$ cat src/cfrds_pkg.sv
`timescale 1ns / 1ps

package cfrds_pkg;

	// Field widths
	localparam int unsigned BYTE_W  = 8;
	localparam int unsigned LEVEL_W = 10;
	localparam int unsigned POS_W   = 3;

	typedef logic [BYTE_W-1:0]  byte_t;
	typedef logic [LEVEL_W-1:0] level_t;
	typedef logic [POS_W-1:0]   pos_t;

	// Frame layout
	localparam byte_t SYNC_BYTE    = 8'hAA;
	localparam pos_t  POS_HUNT     = 3'd0;
	localparam pos_t  POS_MODE     = 3'd1;
	localparam pos_t  POS_EMG      = 3'd4;
	localparam pos_t  POS_CONTACT  = 3'd5;
	localparam pos_t  POS_CHECKSUM = 3'd6;

	// Command codes
	localparam byte_t OFF_MODE = 8'h00;
	localparam byte_t RUN_MODE = 8'h01;
	localparam byte_t EMG_MODE = 8'h02;
	localparam byte_t EMG_FWD  = 8'h01;
	localparam byte_t EMG_REV  = 8'h02;

	localparam level_t DRIVE_RESET = 10'd400;

	typedef enum logic [1:0] {
		DRIVE_STOP = 2'd0,
		DRIVE_FWD  = 2'd1,
		DRIVE_REV  = 2'd2
	} drive_t;

endpackage

$ cat src/command_frame_receiver_drive_select.sv
`timescale 1ns / 1ps

// Channel | Handshake           | Payload
// --------+---------------------+-------------------------------------------------
// in      | in_valid/in_ready   | byte_valid, rx_byte, forward_pressed,
//         |                     | reverse_pressed
// out     | out_valid/out_ready | pwm_level, direction, frame_accepted,
//         |                     | frame_rejected
// cfg     | cfg_valid/cfg_ready | cfg_data (drive level)
//
// One input transaction per cycle while in_ready is high; its result sits in the
// output register in the cycle after acceptance. Frame parsing and the drive
// decision are one pass of logic between the input handshake and that register.
// Input is accepted whenever the output register is empty or being drained, so
// a stall on the output side holds the input side only while a result waits.
// Reset clears the parser, the latched command (run mode) and the level (400).

module command_frame_receiver_drive_select (
	input  logic                  clk,
	input  logic                  arst_n,
	input  logic                  in_valid,
	output logic                  in_ready,
	input  logic                  byte_valid,
	input  cfrds_pkg::byte_t      rx_byte,
	input  logic                  forward_pressed,
	input  logic                  reverse_pressed,
	output logic                  out_valid,
	input  logic                  out_ready,
	output cfrds_pkg::level_t     pwm_level,
	output logic                  direction,
	output logic                  frame_accepted,
	output logic                  frame_rejected,
	input  logic                  cfg_valid,
	output logic                  cfg_ready,
	input  cfrds_pkg::level_t     cfg_data
);
	import cfrds_pkg::*;

	logic   in_fire;
	level_t drive_level_q;

	pos_t  pos_q, pos_d;
	byte_t xor_q, xor_d;
	byte_t pend_mode_q, pend_emg_q, pend_contact_q;
	byte_t act_mode_q, act_emg_q, act_contact_q;
	byte_t act_mode_d, act_emg_d, act_contact_d;
	logic  last_dir_q, last_dir_d;
	logic  acc_d, rej_d;
	drive_t drive;

	logic   out_valid_s1;
	level_t pwm_level_s1;
	logic   direction_s1;
	logic   frame_accepted_s1;
	logic   frame_rejected_s1;

	assign in_ready  = !out_valid_s1 || out_ready;
	assign in_fire   = in_valid && in_ready;
	assign cfg_ready = 1'b1;

	// Hold the drive level register
	always_ff @(posedge clk or negedge arst_n) begin
		if (!arst_n) begin
			drive_level_q <= DRIVE_RESET;
		end else if (cfg_valid && cfg_ready) begin
			drive_level_q <= cfg_data;
		end
	end

	// Advance the frame parser for this transaction
	always_comb begin
		pos_d         = pos_q;
		xor_d         = xor_q;
		act_mode_d    = act_mode_q;
		act_emg_d     = act_emg_q;
		act_contact_d = act_contact_q;
		acc_d         = 1'b0;
		rej_d         = 1'b0;
		if (byte_valid) begin
			if (pos_q == POS_HUNT) begin
				if (rx_byte == SYNC_BYTE) begin
					xor_d = '0;
					pos_d = POS_MODE;
				end
			end else if (pos_q >= POS_CHECKSUM) begin
				pos_d = POS_HUNT;
				if (xor_q == rx_byte) begin
					act_mode_d    = pend_mode_q;
					act_emg_d     = pend_emg_q;
					act_contact_d = pend_contact_q;
					acc_d         = 1'b1;
				end else begin
					rej_d = 1'b1;
				end
			end else begin
				xor_d = xor_q ^ rx_byte;
				pos_d = pos_q + 3'd1;
			end
		end
	end

	// Select the drive command from the latched command and the switches
	always_comb begin
		drive = DRIVE_STOP;
		if (act_mode_d == OFF_MODE || act_contact_d != '0) begin
			drive = DRIVE_STOP;
		end else if (act_mode_d == EMG_MODE) begin
			if (act_emg_d == EMG_FWD) begin
				drive = DRIVE_FWD;
			end else if (act_emg_d == EMG_REV) begin
				drive = DRIVE_REV;
			end
		end else if (forward_pressed && !reverse_pressed) begin
			drive = DRIVE_FWD;
		end else if (reverse_pressed && !forward_pressed) begin
			drive = DRIVE_REV;
		end
	end

	always_comb begin
		last_dir_d = last_dir_q;
		if (drive == DRIVE_FWD) begin
			last_dir_d = 1'b1;
		end else if (drive == DRIVE_REV) begin
			last_dir_d = 1'b0;
		end
	end

	// Update parser and command state on an accepted transaction
	always_ff @(posedge clk or negedge arst_n) begin
		if (!arst_n) begin
			pos_q         <= POS_HUNT;
			xor_q         <= '0;
			act_mode_q    <= RUN_MODE;
			act_emg_q     <= '0;
			act_contact_q <= '0;
			last_dir_q    <= 1'b0;
		end else if (in_fire) begin
			pos_q         <= pos_d;
			xor_q         <= xor_d;
			act_mode_q    <= act_mode_d;
			act_emg_q     <= act_emg_d;
			act_contact_q <= act_contact_d;
			last_dir_q    <= last_dir_d;
		end
	end

	// Capture frame fields as they pass
	always_ff @(posedge clk) begin
		if (in_fire && byte_valid) begin
			if (pos_q == POS_MODE) begin
				pend_mode_q <= rx_byte;
			end
			if (pos_q == POS_EMG) begin
				pend_emg_q <= rx_byte;
			end
			if (pos_q == POS_CONTACT) begin
				pend_contact_q <= rx_byte;
			end
		end
	end

	// Load or drain the result register
	always_ff @(posedge clk or negedge arst_n) begin
		if (!arst_n) begin
			out_valid_s1 <= 1'b0;
		end else if (in_fire) begin
			out_valid_s1 <= 1'b1;
		end else if (out_ready) begin
			out_valid_s1 <= 1'b0;
		end
	end

	always_ff @(posedge clk) begin
		if (in_fire) begin
			pwm_level_s1      <= (drive != DRIVE_STOP) ? drive_level_q : '0;
			direction_s1      <= last_dir_d;
			frame_accepted_s1 <= acc_d;
			frame_rejected_s1 <= rej_d;
		end
	end

	assign out_valid      = out_valid_s1;
	assign pwm_level      = pwm_level_s1;
	assign direction      = direction_s1;
	assign frame_accepted = frame_accepted_s1;
	assign frame_rejected = frame_rejected_s1;

	// A frame verdict is never both good and bad
	a_verdict_exclusive: assert property (@(posedge clk) disable iff (!arst_n)
		out_valid_s1 |-> !(frame_accepted_s1 && frame_rejected_s1))
		else $error("frame accepted and rejected together");

	// A verdict leaves the parser hunting for the next start byte
	a_verdict_rehunt: assert property (@(posedge clk) disable iff (!arst_n)
		in_fire && (acc_d || rej_d) |=> pos_q == POS_HUNT)
		else $error("parser not back to hunting after a frame");

	// A stray byte while hunting is dropped
	a_hunt_drop: assert property (@(posedge clk) disable iff (!arst_n)
		in_fire && byte_valid && pos_q == POS_HUNT && rx_byte != SYNC_BYTE
		|=> pos_q == POS_HUNT)
		else $error("parser left hunting without a start byte");

	// A transaction without a byte leaves the parser alone
	a_no_byte_hold: assert property (@(posedge clk) disable iff (!arst_n)
		in_fire && !byte_valid |=> $stable(pos_q) && $stable(xor_q))
		else $error("parser moved without a byte");

	// The position never reaches the unused code
	a_pos_range: assert property (@(posedge clk) disable iff (!arst_n)
		pos_q != 3'd7)
		else $error("byte position out of range");

endmodule
$ cat config.mk
export PLATFORM = sky130hd
export DESIGN_NAME = command_frame_receiver_drive_select
export DESIGN_NICKNAME = d
export VERILOG_FILES = /design/src/cfrds_pkg.sv /design/src/command_frame_receiver_drive_select.sv
export SDC_FILE = /design/constraint.sdc
export NUM_CORES = 1
export LEC_CHECK = 0
export BUFFER_PORTS_ARGS = -buffer_cell sky130_fd_sc_hd__buf_2
export CAP_MARGIN = 15
export CELL_PAD_IN_SITES_DETAIL_PLACEMENT = 0
export CELL_PAD_IN_SITES_GLOBAL_PLACEMENT = 1
export CORE_MARGIN = 2
export CORE_UTILIZATION = 47
export DETAILED_ROUTE_END_ITERATION = 10
export GPL_TIMING_DRIVEN = 0
export PLACE_DENSITY = 0.8
export SYNTH_ARGS = -nofsm -noshare
export SYNTH_HDL_FRONTEND = slang
export SYNTH_SLANG_ARGS = --single-unit
$ cat constraint.sdc
create_clock -name clk -period 2.6 [get_ports clk]
set_clock_uncertainty 0.1 [all_clocks]
set_input_delay 0.65 -clock clk [delete_from_list [all_inputs] [get_ports clk]]
set_output_delay 0.65 -clock clk [all_outputs]
set_load 0.02 [all_outputs]
# Word-level counts from Yosys, hierarchy flattened
# Cells that the tools add are included.
[word_totals] output_inout_bits=16 input_bits=26 word_cells=82 mem_bits_rw=0 n_memories=0 rom_bits=0 regBits=84 latch_bits=0
[classes] n_lt_le_gt_ge=1 n_addsub=1 mul=0 muxes=30 n_div=0 bitwise_logic=3 shifts=0 n_eq_ne=12 n_reduce_logical=20
[ops] op="2-to-1 mux 8 bit" count=15
[ops] op="== test 8 x 2 -> 1 bit, second input constant" count=2
[ops] op="2-to-1 mux 2 bit" count=6
[ops] op="2-to-1 mux 3 bit" count=3
[ops] op="== test 8 x 1 -> 1 bit, second input constant" count=1
[ops] op="== test 8 bit" count=1
[ops] op="== test 8 bit, second input constant" count=1
[ops] op="zero test 8 bit" count=1
[ops] op="nonzero test 8 bit" count=1
[ops] op="bitwise XOR 8 bit" count=1
[ops] op="== test 3 bit, second input constant" count=2
[ops] op="2-to-1 mux 1 bit" count=6
[ops] op="AND reduction 2 bit" count=3
[ops] op="logical AND 1 bit" count=4
[ops] op="AND reduction 4 bit" count=1
[ops] op="nonzero test 2 bit" count=2
[ops] op="adder 3 x 1 -> 3 bit, second input constant" count=1
[ops] op="== test 3 x 1 -> 1 bit, second input constant" count=1
[ops] op="greater-or-equal comparator 3 bit, second input constant" count=1
[ops] op="zero test 1 bit" count=3
[ops] op="zero test 3 bit" count=1
[ops] op="AND reduction 3 bit" count=1
[ops] op="OR reduction 3 bit" count=1
[ops] op="== test 2 x 1 -> 1 bit, second input constant" count=1
[ops] op="other kinds (5)" count=7

# Logic depth before layout (Yosys ltp)
[depth] ltp_word=13 mapped_depth=8 ltp_nobuf=8

# Worst setup path before layout
# OpenSTA, ideal clock, no wires.
[synth_timing] path_type="input to register" start="input port out_ready" end="register pend_contact_q[0], enable pin" path_slack_ps=161 cell_stages=5 path_buffers=0 required_ps=2130 setup_ps=370 arrival_time_ps=1969 path_cell_list="nand2b_1 -> nand2_1 -> inv_1 -> nand3_1 -> nor2_1"
[synth_via] elab_chain_cells=4
[synth_lines] element="start, declared" line_no="command_frame_receiver_drive_select.sv:28" text="input logic out_ready,"
[synth_lines] element="logical OR 1 bit" line_no="command_frame_receiver_drive_select.sv:57" text="assign in_ready = !out_valid_s1 || out_ready;"
[synth_lines] element="logical AND 1 bit" line_no="command_frame_receiver_drive_select.sv:58" text="assign in_fire = in_valid && in_ready;"
[synth_lines] element="net in_fire" line_no="command_frame_receiver_drive_select.sv:39" text="logic in_fire;"
[synth_lines] element="logical AND 1 bit" line_no="command_frame_receiver_drive_select.sv:150" text="if (in_fire && byte_valid) begin"
[synth_lines] element="AND reduction 2 bit (no line)"
[synth_lines] element="end signal, assigned" line_no="command_frame_receiver_drive_select.sv:158" text="pend_contact_q <= rx_byte;"
[synth_lines] element="end, declared" line_no="command_frame_receiver_drive_select.sv:44" text="byte_t pend_mode_q, pend_emg_q, pend_contact_q;"
# The timed path passes the listed nets, and every way through them passes these cells.
# A chain may end at the register's enable or synchronous reset.

# Worst setup path after layout
[layout_timing] start="input port rx_byte[5]" end="register direction_s1 (netlist: direction) (data pin)"
[layout_via] elab_chain_cells=13 elab_cells_between_ends=27 classes_between="6 x eq/ne; 18 x mux; 3 x reduce/logical"
[layout_lines] element="start, declared" line_no="command_frame_receiver_drive_select.sv:24" text="input cfrds_pkg::byte_t rx_byte,"
[layout_lines] element="== test 8 bit *" line_no="command_frame_receiver_drive_select.sv:87" text="if (xor_q == rx_byte) begin"
[layout_lines] element="2-to-1 mux 8 bit" line_no="command_frame_receiver_drive_select.sv:87"
[layout_lines] element="2-to-1 mux 8 bit" line_no="command_frame_receiver_drive_select.sv:85" text="end else if (pos_q >= POS_CHECKSUM) begin"
[layout_lines] element="2-to-1 mux 8 bit" line_no="command_frame_receiver_drive_select.sv:80" text="if (pos_q == POS_HUNT) begin"
[layout_lines] element="2-to-1 mux 8 bit" line_no="command_frame_receiver_drive_select.sv:79" text="if (byte_valid) begin"
[layout_lines] element="== test 8 x 2 -> 1 bit" line_no="command_frame_receiver_drive_select.sv:110" text="end else if (act_emg_d == EMG_REV) begin"
[layout_lines] element="2-to-1 mux 2 bit" line_no="command_frame_receiver_drive_select.sv:110"
[layout_lines] element="2-to-1 mux 2 bit" line_no="command_frame_receiver_drive_select.sv:108" text="if (act_emg_d == EMG_FWD) begin"
[layout_lines] element="2-to-1 mux 2 bit" line_no="command_frame_receiver_drive_select.sv:107" text="end else if (act_mode_d == EMG_MODE) begin"
[layout_lines] element="2-to-1 mux 2 bit *" line_no="command_frame_receiver_drive_select.sv:105" text="if (act_mode_d == OFF_MODE || act_contact_d != '0) begin"
[layout_lines] element="== test 2 bit" line_no="command_frame_receiver_drive_select.sv:124" text="end else if (drive == DRIVE_REV) begin"
[layout_lines] element="2-to-1 mux 1 bit" line_no="command_frame_receiver_drive_select.sv:124"
[layout_lines] element="2-to-1 mux 1 bit *" line_no="command_frame_receiver_drive_select.sv:122" text="if (drive == DRIVE_FWD) begin"
[layout_lines] element="net last_dir_d" line_no="command_frame_receiver_drive_select.sv:47" text="logic last_dir_q, last_dir_d;"
[layout_lines] element="end signal, assigned" line_no="command_frame_receiver_drive_select.sv:177" text="direction_s1 <= last_dir_d;"
[layout_lines] element="end, declared" line_no="command_frame_receiver_drive_select.sv:53" text="logic direction_s1;"
# Mark *: on every way through the listed nets, which the timed path passes. The rest lies on a longest branch.

==> impl_metrics.csv <==
group,metric,value,unit
status,outcome,"finished clean",
clocking,clk_latency,340,ps
synthesis,synth_area_leaders,"edfxtp_1 (30%), dfrtp_1 (29%), mux2_2 (9.5%), o21ai_0 (3.1%), dfstp_2 (2.9%)",
sta,grt_setup_unrepaired,"false",
sta,fin_ws,178,ps
sta,clock.fmax,413,MHz
sta,slew_headroom,57.7,%
finish,fillerInstances,646,
synthesis,synth_area_per_cell,13.5,sq um
synthesis,synth_top_area_share,30.3,%
floorplanning,dieWidth,92.3,microns
synthesis,yosys_register_bits,84,
routing,dr.pass1.iters,4,
floorplanning,start_util,47.9,%
critical_path,worst-r2r-cell-count,7,
critical_path,r2r-end,"act_contact_q[4]",
sta,finalMaxSlewViolations,0,
place,dp_hpwl,4.62,mm
synthesis,synthArstFlopShare,56.0,%
floorplanning,core_area,7650,sq um
routing,drt_iter0_markers,68,
place,place_ws,-257,ps
sta,period_share,93.1,%
critical_path,regToRegSetupSlack,230,ps
sta,setup-tns-final,0,ps
synthesis,synth_most_common_cell,"dfrtp_1",
job,cap_violations,0,
sta,min_period,2420,ps
grt,grt_pass1_wl,11.4,mm
finish,final_nets,352,
routing,wl_per_cell,15.2,microns
grt,grt.total_usage,17.3,%
routing,antenna_left,0,
critical_path,worstSetupPathType,"in2reg",
synthesis,synth-edff-count,37,
synthesis,synth_nets,301,
critical_path,arrival,2420,ps
finish,multiInputGateArea,1320,sq um
synthesis,yosys-top-cells-count,"dfrtp_1 (43), edfxtp_1 (37), mux2_2 (31)",
worst_hold_path,hp-class,"in2async",
critical_path,cp_max_fo,9,
clocking,cts_made_buffers,9,
routing,finalWirelength,6.52,mm
critical_path,cp-start-kind,"primary input",
critical_path,timing.rr.start,"pos_q[0]",
floorplanning,rows,32,
power,p_per_area,737,nW/um^2
power,fin_total_pwr,3110,uW
synthesis,synth_top_cell_by_area,"edfxtp_1",
power,p_leak,0.00178,uW
grt,antenna_found_initial,0,
place,dp.cells,412,
clocking,root_buffer,"clkbuf_8",
grt,grt_pass1_vias,2287,
floorplanning,io-pin-count,42,
finish,syn2layout_area_growth,15.3,%
routing,avgViaCountPerCell,5.15,
finish,seq_area,2290,sq um
finish,drive_gt1_share,32.4,%
clocking,cts.sinks,84,
power,peakVddDrop,0.427,mV
sta,hold_viol,0,
clocking,cts_max_level,3,
synthesis,yosys_warnings,0,
finish,finalInstanceArea,4230,sq um
synthesis,syn_area,3660,sq um
place,portBuffers,39,
clocking,clockBufferDepth,2,
synthesis,synth_cells,271,
routing,drc,0,
synthesis,synth_ff_type,"dfrtp_1",
critical_path,end_kind,"flop",
synthesis,synth_cell_types,49,
sta,finalSetupViolations,0,
finish,diodes,0,
routing,vias,2208,
place,gp_congestion,0.806,
grt,grt-ovfl-total,0,
synthesis,yosysSeqAreaShare,62.5,%
grt,grt_max_degree,48,
floorplanning,die-height,92.3,microns
sta,worstMarginPinSlew,632,ps
critical_path,cp.required,2600,ps
place,place_area,3990,sq um
finish,stdcell_count,429,
floorplanning,fp.dieArea,8520,sq um
clocking,cts_tree,"yes",
clocking,path_clk_slew,90,ps
cell usage in the layout, fill, tap and decap left out, drive strengths merged, types with 5 or more instances in the layout:
cell    Yosys  final
nor2b      13     13
mux2       32     32
or4         5      5
dfrtp      43     43
o21ai      23     23
nor4        5      5
inv         7      6
clkbuf      3     15
mux2i       5      5
nand2      11     11
edfxtp     37     37
nor2       19     19
nand2b      9      9
xnor2       8      8
buf         3     43
routing by layer:
metal | track usage, % | vias up | wire length (microns)
li1 | - | 1081 | -
met2 | 28.6 | 26 | 3250
met3 | 2.69 | 9 | 142
met1 | 23.3 | 1092 | 3040
met4 | 5.97 | 0 | 88
met5 | 0 | - | 0
worst max-delay path, cell delays in order:
cell	delay [ps]
buf_2	160
xnor2_1	190
nand4_1	310
nor3_4	500
mux2i_1	160
and2_4	180
a211o_1	260
timing repair:
item | in CTS | in global routing
resized for setup | 0 | 3
hold buffers | 0 | 0
endpoints found under the setup margin | 0 | 18
buffers inserted | 0 | 0
stage by stage:
stage / utilization, % / hold slack (ps)
2_1_floorplan: - / 254
4_1_cts: 54.8 / 403
3_3_place_gp: 52.1 / 380
3_5_place_dp: 52.1 / 388
5_1_grt: 55.3 / 52.7
6_report: 55.3 / 48.4
cells by family (layout without fill, tap and decap cells):
group / after synthesis / in the layout / share of synthesized area [%]
DFF: 84 / 84 / 62.5
and+or+nand+nor: 84 / 84 / 13.9
AOI/OAI and AO/OA: 39 / 39 / 7.10
muxes: 37 / 37 / 11.2
buffers and inverters: 13 / 69 / 1.64
xor gates and xnor gates: 9 / 9 / 2.15
adders and majority gates: 4 / 4 / 1.37
other: 1 / 1 / 0.102
power breakdown:
group	leakage, uW	switching [uW]	total (uW)	internal, uW
sequential	0.000932	104	1630	1530
combinational	0.000746	303	535	232
clock	0.000101	446	946	500
final cells by class:
cell class	instances	area share [%]
clock buffers	12	3.70
clock inverters	4	1.12
repair buffers	40	5.09
plain buffers	6	0.799
flip-flops and latches	84	54.2
well taps	102	3.02
inverters	7	0.710
multi-input cells	174	31.3
worst max-delay path by stage:
stage                          start                 to  slack [ps]  cells past startpoint
after floorplan            out_ready  pend_contact_q[0]         160                      5
after global placement    rx_byte[5]       pwm_level[6]        -220                      7
after detailed placement  rx_byte[5]       pwm_level[0]        -260                      7
after CTS                  out_ready     pend_mode_q[1]          80                      6
after global routing      rx_byte[5]          direction          80                      7
final                     rx_byte[5]          direction         180                      7
registers in the layout, summed over array words and instances (netlist names):
signal	flops
pend_mode_q	8
frame_accepted	1
pos_q	3
xor_q	8
pwm_level	10
act_emg_q	8
last_dir_q	1
pend_emg_q	8
direction	1
act_mode_q	8
drive_level_q	10
pend_contact_q	8
act_contact_q	8
frame_rejected	1
out_valid	1
No activity file was read; power rests on OpenSTA's default activity.
